File: src/rtl/q2e_pkg.sv
package q2e_pkg;

  localparam int CompBits    = 16;
  localparam int AngleBits   = 16;
  localparam int CordicSteps = 16;
  localparam int TabLen      = 32;

  // Internal widths: products at 2^28 per unit, CORDIC operands scaled by a further 2^24.
  localparam int ProdW   = 32;
  localparam int OpW     = 36;
  localparam int PreSh   = 24;
  localparam int XyW     = 60;
  localparam int ZW      = 34;
  localparam int UsW     = 28;
  localparam int RemW    = 58;
  localparam int RootW   = 29;

  typedef struct packed {
    logic signed [CompBits-1:0] quat_x;
    logic signed [CompBits-1:0] quat_y;
    logic signed [CompBits-1:0] quat_z;
    logic signed [CompBits-1:0] quat_w;
  } quat_t;

  typedef struct packed {
    logic signed [AngleBits-1:0] pitch_angle;
    logic signed [AngleBits-1:0] yaw_angle;
    logic signed [AngleBits-1:0] roll_angle;
  } euler_t;

  typedef struct packed {
    logic signed [OpW-1:0] siny;
    logic signed [OpW-1:0] cosy;
    logic signed [OpW-1:0] sinr;
    logic signed [OpW-1:0] cosr;
    logic signed [OpW-1:0] sinp;
    logic                  psat;
  } side_t;

  typedef struct packed {
    logic [RemW-1:0]  rem;
    logic [RootW-1:0] root;
    side_t            side;
  } sqrt_t;

  typedef struct packed {
    logic signed [XyW-1:0] x;
    logic signed [XyW-1:0] y;
    logic signed [ZW-1:0]  z;
  } lane_t;

  typedef struct packed {
    lane_t pitch;
    lane_t yaw;
    lane_t roll;
    logic  psat;
    logic  psign;
  } crd_t;

  localparam int ShR = (CompBits >= 16) ? CompBits - 16 : 0;
  localparam int ShL = (CompBits < 16) ? 16 - CompBits : 0;

  // Brings a component of any width to Q2.14.
  function automatic logic signed [15:0] load_comp(input logic signed [CompBits-1:0] v);
    logic signed [CompBits+15:0] w;
    w = (CompBits + 16)'(v);
    w = w <<< ShL;
    w = w >>> ShR;
    return w[15:0];
  endfunction

  // atan(2^-i) with pi equal to 2^31.
  function automatic logic signed [ZW-1:0] atan_val(input int i);
    logic signed [ZW-1:0] a;
    unique case (i)
      0:  a = ZW'(536870912);
      1:  a = ZW'(316933406);
      2:  a = ZW'(167458907);
      3:  a = ZW'(85004756);
      4:  a = ZW'(42667331);
      5:  a = ZW'(21354465);
      6:  a = ZW'(10679838);
      7:  a = ZW'(5340245);
      8:  a = ZW'(2670163);
      9:  a = ZW'(1335087);
      10: a = ZW'(667544);
      11: a = ZW'(333772);
      12: a = ZW'(166886);
      13: a = ZW'(83443);
      14: a = ZW'(41722);
      15: a = ZW'(20861);
      16: a = ZW'(10430);
      17: a = ZW'(5215);
      18: a = ZW'(2608);
      19: a = ZW'(1304);
      20: a = ZW'(652);
      21: a = ZW'(326);
      22: a = ZW'(163);
      23: a = ZW'(81);
      24: a = ZW'(41);
      25: a = ZW'(20);
      26: a = ZW'(10);
      27: a = ZW'(5);
      28: a = ZW'(3);
      29: a = ZW'(1);
      30: a = ZW'(1);
      default: a = '0;
    endcase
    return a;
  endfunction

  localparam int AngSh = 32 - AngleBits;
  localparam logic signed [ZW:0] RndHalf = (AngSh > 0) ? ((ZW+1)'(1) <<< (AngSh - 1)) : '0;
  localparam logic signed [ZW:0] AngHi = ((ZW+1)'(1) <<< (AngleBits - 1)) - (ZW+1)'(1);
  localparam logic signed [ZW:0] AngLo = -AngHi - (ZW+1)'(1);

  // Rounds half up to the angle width and saturates.
  function automatic logic signed [AngleBits-1:0] to_angle(input logic signed [ZW-1:0] z);
    logic signed [ZW:0] r;
    r = ((ZW+1)'(z) + RndHalf) >>> AngSh;
    if (r > AngHi) r = AngHi;
    if (r < AngLo) r = AngLo;
    return r[AngleBits-1:0];
  endfunction

endpackage

File: src/rtl/q2e_cordic_cell.sv
module q2e_cordic_cell #(
  parameter int I = 0
) (
  input  logic         clk,
  input  logic         en,
  input  q2e_pkg::crd_t d,
  output q2e_pkg::crd_t q
);
  import q2e_pkg::*;

  crd_t nxt;

  function automatic lane_t rot(input lane_t a);
    lane_t r;
    r = a;
    if (a.y > 0) begin
      r.x = a.x + (a.y >>> I);
      r.y = a.y - (a.x >>> I);
      r.z = a.z + atan_val(I);
    end else if (a.y < 0) begin
      r.x = a.x - (a.y >>> I);
      r.y = a.y + (a.x >>> I);
      r.z = a.z - atan_val(I);
    end
    return r;
  endfunction

  always_comb begin
    nxt       = d;
    nxt.pitch = rot(d.pitch);
    nxt.yaw   = rot(d.yaw);
    nxt.roll  = rot(d.roll);
  end

  always_ff @(posedge clk) begin
    if (en) q <= nxt;
  end

endmodule

File: config.mk
export PLATFORM = sky130hd
export DESIGN_NAME = q2e_cordic_cell
export DESIGN_NICKNAME = d
export VERILOG_FILES = /design/src/rtl/q2e_pkg.sv /design/src/rtl/q2e_cordic_cell.sv
export SDC_FILE = /design/constraint.sdc
export NUM_CORES = 2
export LEC_CHECK = 0
export BUFFER_PORTS_ARGS = -buffer_cell sky130_fd_sc_hd__buf_2
export CORE_MARGIN = 2
export CORE_UTILIZATION = 29
export CTS_BUF_LIST = sky130_fd_sc_hd__clkbuf_8
export DETAILED_ROUTE_END_ITERATION = 12
export PLACE_DENSITY = 0.58
export SKIP_CTS_REPAIR_TIMING = 1
export SYNTH_ARGS = -nofsm -noshare
export SYNTH_HDL_FRONTEND = slang
export SYNTH_SLANG_ARGS = --single-unit
File: constraint.sdc
create_clock -name clk -period 5.4 [get_ports clk]
set_input_delay 1.35 -clock clk [delete_from_list [all_inputs] [get_ports clk]]
set_output_delay 1.35 -clock clk [all_outputs]
set_load 0.1 [all_outputs]
; ---- Word level (Yosys, flattened, before mapping)
; Cells that the tools add are included.
[word_totals]
mem_bits_rw = 0
regBits = 464
mem_count = 0
mem_bits_ro = 0
latch_bits = 0
output_inout_bits = 464
[classes]
shifts = 0
n_reduce_logical = 0
n_addsub = 15
order_cmp = 6
n_bitwise = 0
n_div = 0
eq_ne = 0
muxes = 6
multipliers = 0
[op_table]
columns = op, count
row1 = two-way mux 154 bit, 6
row2 = subtractor 60 bit, 6
row3 = adder 60 bit, 3
row4 = greater-than comparator 60 x 1 -> 1 bit (second input constant), 3
row5 = < comparator 60 x 1 -> 1 bit (second input constant), 3
row6 = adder 34 x 31 -> 34 bit (second input constant), 3
row7 = subtractor 34 x 31 -> 34 bit (second input constant), 3

; ---- Longest topological paths before layout
[logic_depth]
depth_word = 3
ltp_mapped = 15
depth_no_buf = 14

; ---- Least setup slack after synthesis
; Ideal clock, no wire load.
[synth_path]
path_kind = input port to flip-flop
from = input port d[344] (netlist name)
to = register q[402] (netlist name) (data pin)
t_required_ns = 5.128
setup_slack_ns = 0.794
arrival_ns = 4.334
path_stages = 14
path_buffers = 0
path_cell_list = ha_1 inv_1 fa_1 or2_1 a221oi_2 nor4_1 or4_4 a31oi_4 a31oi_4 o21ai_4 a21boi_2 o31a_1 a211oi_1 a21oi_1
[synth_lines]
columns = item, line
row1 = "start, declared", q2e_cordic_cell.sv:6  ; input q2e_pkg::crd_t d,
row2 = "end signal, assigned", q2e_cordic_cell.sv:36  ; if (en) q <= nxt;
row3 = "end, declared", q2e_cordic_cell.sv:7  ; output q2e_pkg::crd_t q

==> reports/results.ini <==
[detailed_routing]
dr.pass1.iters = 7
drc = 0
vias = 59650
ant_nets = 0
vias_per_cell = 5.916
wl_met2_mm = 127.6
wl_met1_mm = 112.8
wire_per_inst_um = 28.07
initialDrtViolationCount = 7060
finalWirelength_mm = 283.0
top_layer = met5
met3_length_mm = 20.67

[pwr]
power_mw = 19.54
p_leak_nw = 28.01
worst_ir_drop_vdd_v = 0.0002506
powerDensity_nw_per_um2 = 303.9

[global_routing]
grt_pass1_wl_mm = 397.5
track_usage_pct = 29.48
antenna_found_initial = 77
grt_pass1_vias = 56130
grt_max_degree = 137
overflow = 0

[clock_network]
cts_buffer_depth = 3
cts_sinks = 464
cts_buffers = 96
cts_tree = yes
htreeDepth = 3
path_clk_slew_ns = 0.06
cts_root_buffer = clkbuf_8

[final_layout]
drive_above_1_share_pct = 22.32
top_register = q
multi_input_area_um2 = 34140
area_growth_pct = 24.36
largest_register_ffs = 464
top_regs = q x464
final-seq-area_um2 = 13930
fill_cells = 18660
nets = 8677
final_cell_area_um2 = 64290

[sta]
min_period_over_period_pct = 85.19
setup_viol = 0
hold_violations = 0
worst_pin_slew_ns = 1.127
slew_viol_final = 0
finalCriticalPeriod_ns = 4.600
max_freq_mhz = 217.4
rsz0062_at_grt = false
whs_ns = 0.5963
slew_headroom_pct = 24.15

[worst_setup_path]
critPathRequiredTime_ns = 6.02
critPathBufInv = 5
start_kind = input pin
crit_type = input pin to flip-flop
worst-path-max-fanout = 6
crit_chain = buf_2, inv_1, ha_1, inv_1, a21oi_1, o31ai_1, a221oi_1, a2bb2oi_1, buf_4, nand3b_1, a211o_1, and2_1, a211oi_1, buf_4, o31ai_1, xor2_1
critPathMaxStageDelay_ns = 0.57
crit_arrival_ns = 5.22
cp_top_family = compound AO/OA/AOI/OAI gates
crit_slowest_cell = a211oi_1
worstSetupEndpointType = flip-flop

[placed_design]
io_buffer_count = 929
dpl.hpwl_mm = 227.1
place.gp.congestion = 1.020
placed_area_um2 = 62040

[floorplanning]
start_util_pct = 29.26
die_w_um = 426.2
die-area_um2 = 181700
coreArea_um2 = 176700
die_y_um = 426.2
ioPinCount = 930
row_count = 154

[synth]
netlist_top_cells_count = a21oi_1 (853), ha_1 (582), inv_1 (566), nor2_1 (538), edfxtp_1 (464)
synth_warnings = 0
ys_seq_area_share_pct = 26.95
synth_area_leaders = edfxtp_1 (27%), ha_1 (14%), a21oi_1 (8.3%)
synth_edf_count = 464
avgSynthCellArea_um2 = 8.005
syn-num-nets = 7516
syn-cell-area_um2 = 51700
synth_cell_types = 107
yosys_register_bits = 464
synthesis.instances = 6459
synth_largest_area_cell = edfxtp_1
synthFlopType = edfxtp_1
async_reset_ff_share_pct = 0
synth_most_common_cell = a21oi_1
yosysTopAreaCellShare_pct = 26.95

[run_status]
status = finished clean

[job]
cap_violations = 0

[hold_path]
worstHoldPathType = input pin to flip-flop

-- cell families (layout without fill, tap and decap cells) --
| group | Yosys count | count (layout) | share of synthesized area, % |
|---|---|---|---|
| compound gates | 2675 | 2675 | 34.21 |
| xor+xnor | 142 | 142 | 2.405 |
| fa+ha+maj | 591 | 591 | 14.43 |
| buf+inv | 972 | 2215 | 7.149 |
| flops | 464 | 464 | 26.95 |
| mux | 14 | 14 | 0.2831 |
| other cells | 0 | 40 | 0 |
| simple gates | 1601 | 1601 | 14.57 |
-- layout make-up --
cell class,instances,share of cell area [%]
Timing Repair Buffer,1445,13.73
Inverter,590,3.450
Clock buffer,96,2.055
Tap cell,2340,4.554
Sequential cell,464,21.67
Clock inverter,84,1.288
Antenna cell,40,0.1557
Multi-Input combinational cell,5023,53.09
-- final timing paths --
check / depth (start not counted) / from / slack [ns] / endpoint
max: 16 / d[358] / 0.80 / q[463]$_DFFE_PP_
min: 1 / d[17] / 0.60 / q[17]$_DFFE_PP_
-- per-layer routing --
metal / vias to the layer above / track usage [%]
li1: 26640 / -
met1: 29060 / 36.94
met2: 3199 / 46.33
met3: 702 / 4.850
met4: 50 / 20.19
met5: - / 0
-- power breakdown --
group | switching (mW) | internal [mW] | leakage, nW | total (mW)
Combinational | 7.76 | 2.53 | 22.3 | 10.3
Sequential | 0.240 | 4.60 | 4.54 | 4.84
Clock | 2.00 | 2.42 | 1.14 | 4.41
-- cells in the final DEF (no fill, tap or decap), drive strengths merged, types with 132 or more instances in the layout --
master	n
a21o	134
a21oi	859
a221oi	148
buf	1445
edfxtp	464
ha	582
inv	596
nand2	387
nor2	538
o21ai	406
o21bai	167
o22ai	163
xnor2	132
-- stage by stage --
stage	util (%)	setup TNS [ns]	instances	worst slack, ns
finish	36.39	0	10080	0.7999
global route	36.38	0	10080	0.6532
CTS	36.33	0	10040	1.017
detailed placement	35.11	0	9862	0.01244
global placement	35.11	-0.3109	9862	-0.1132
floorplan	-	0	6459	0.7943
No activity file was read; power rests on OpenSTA's default activity.
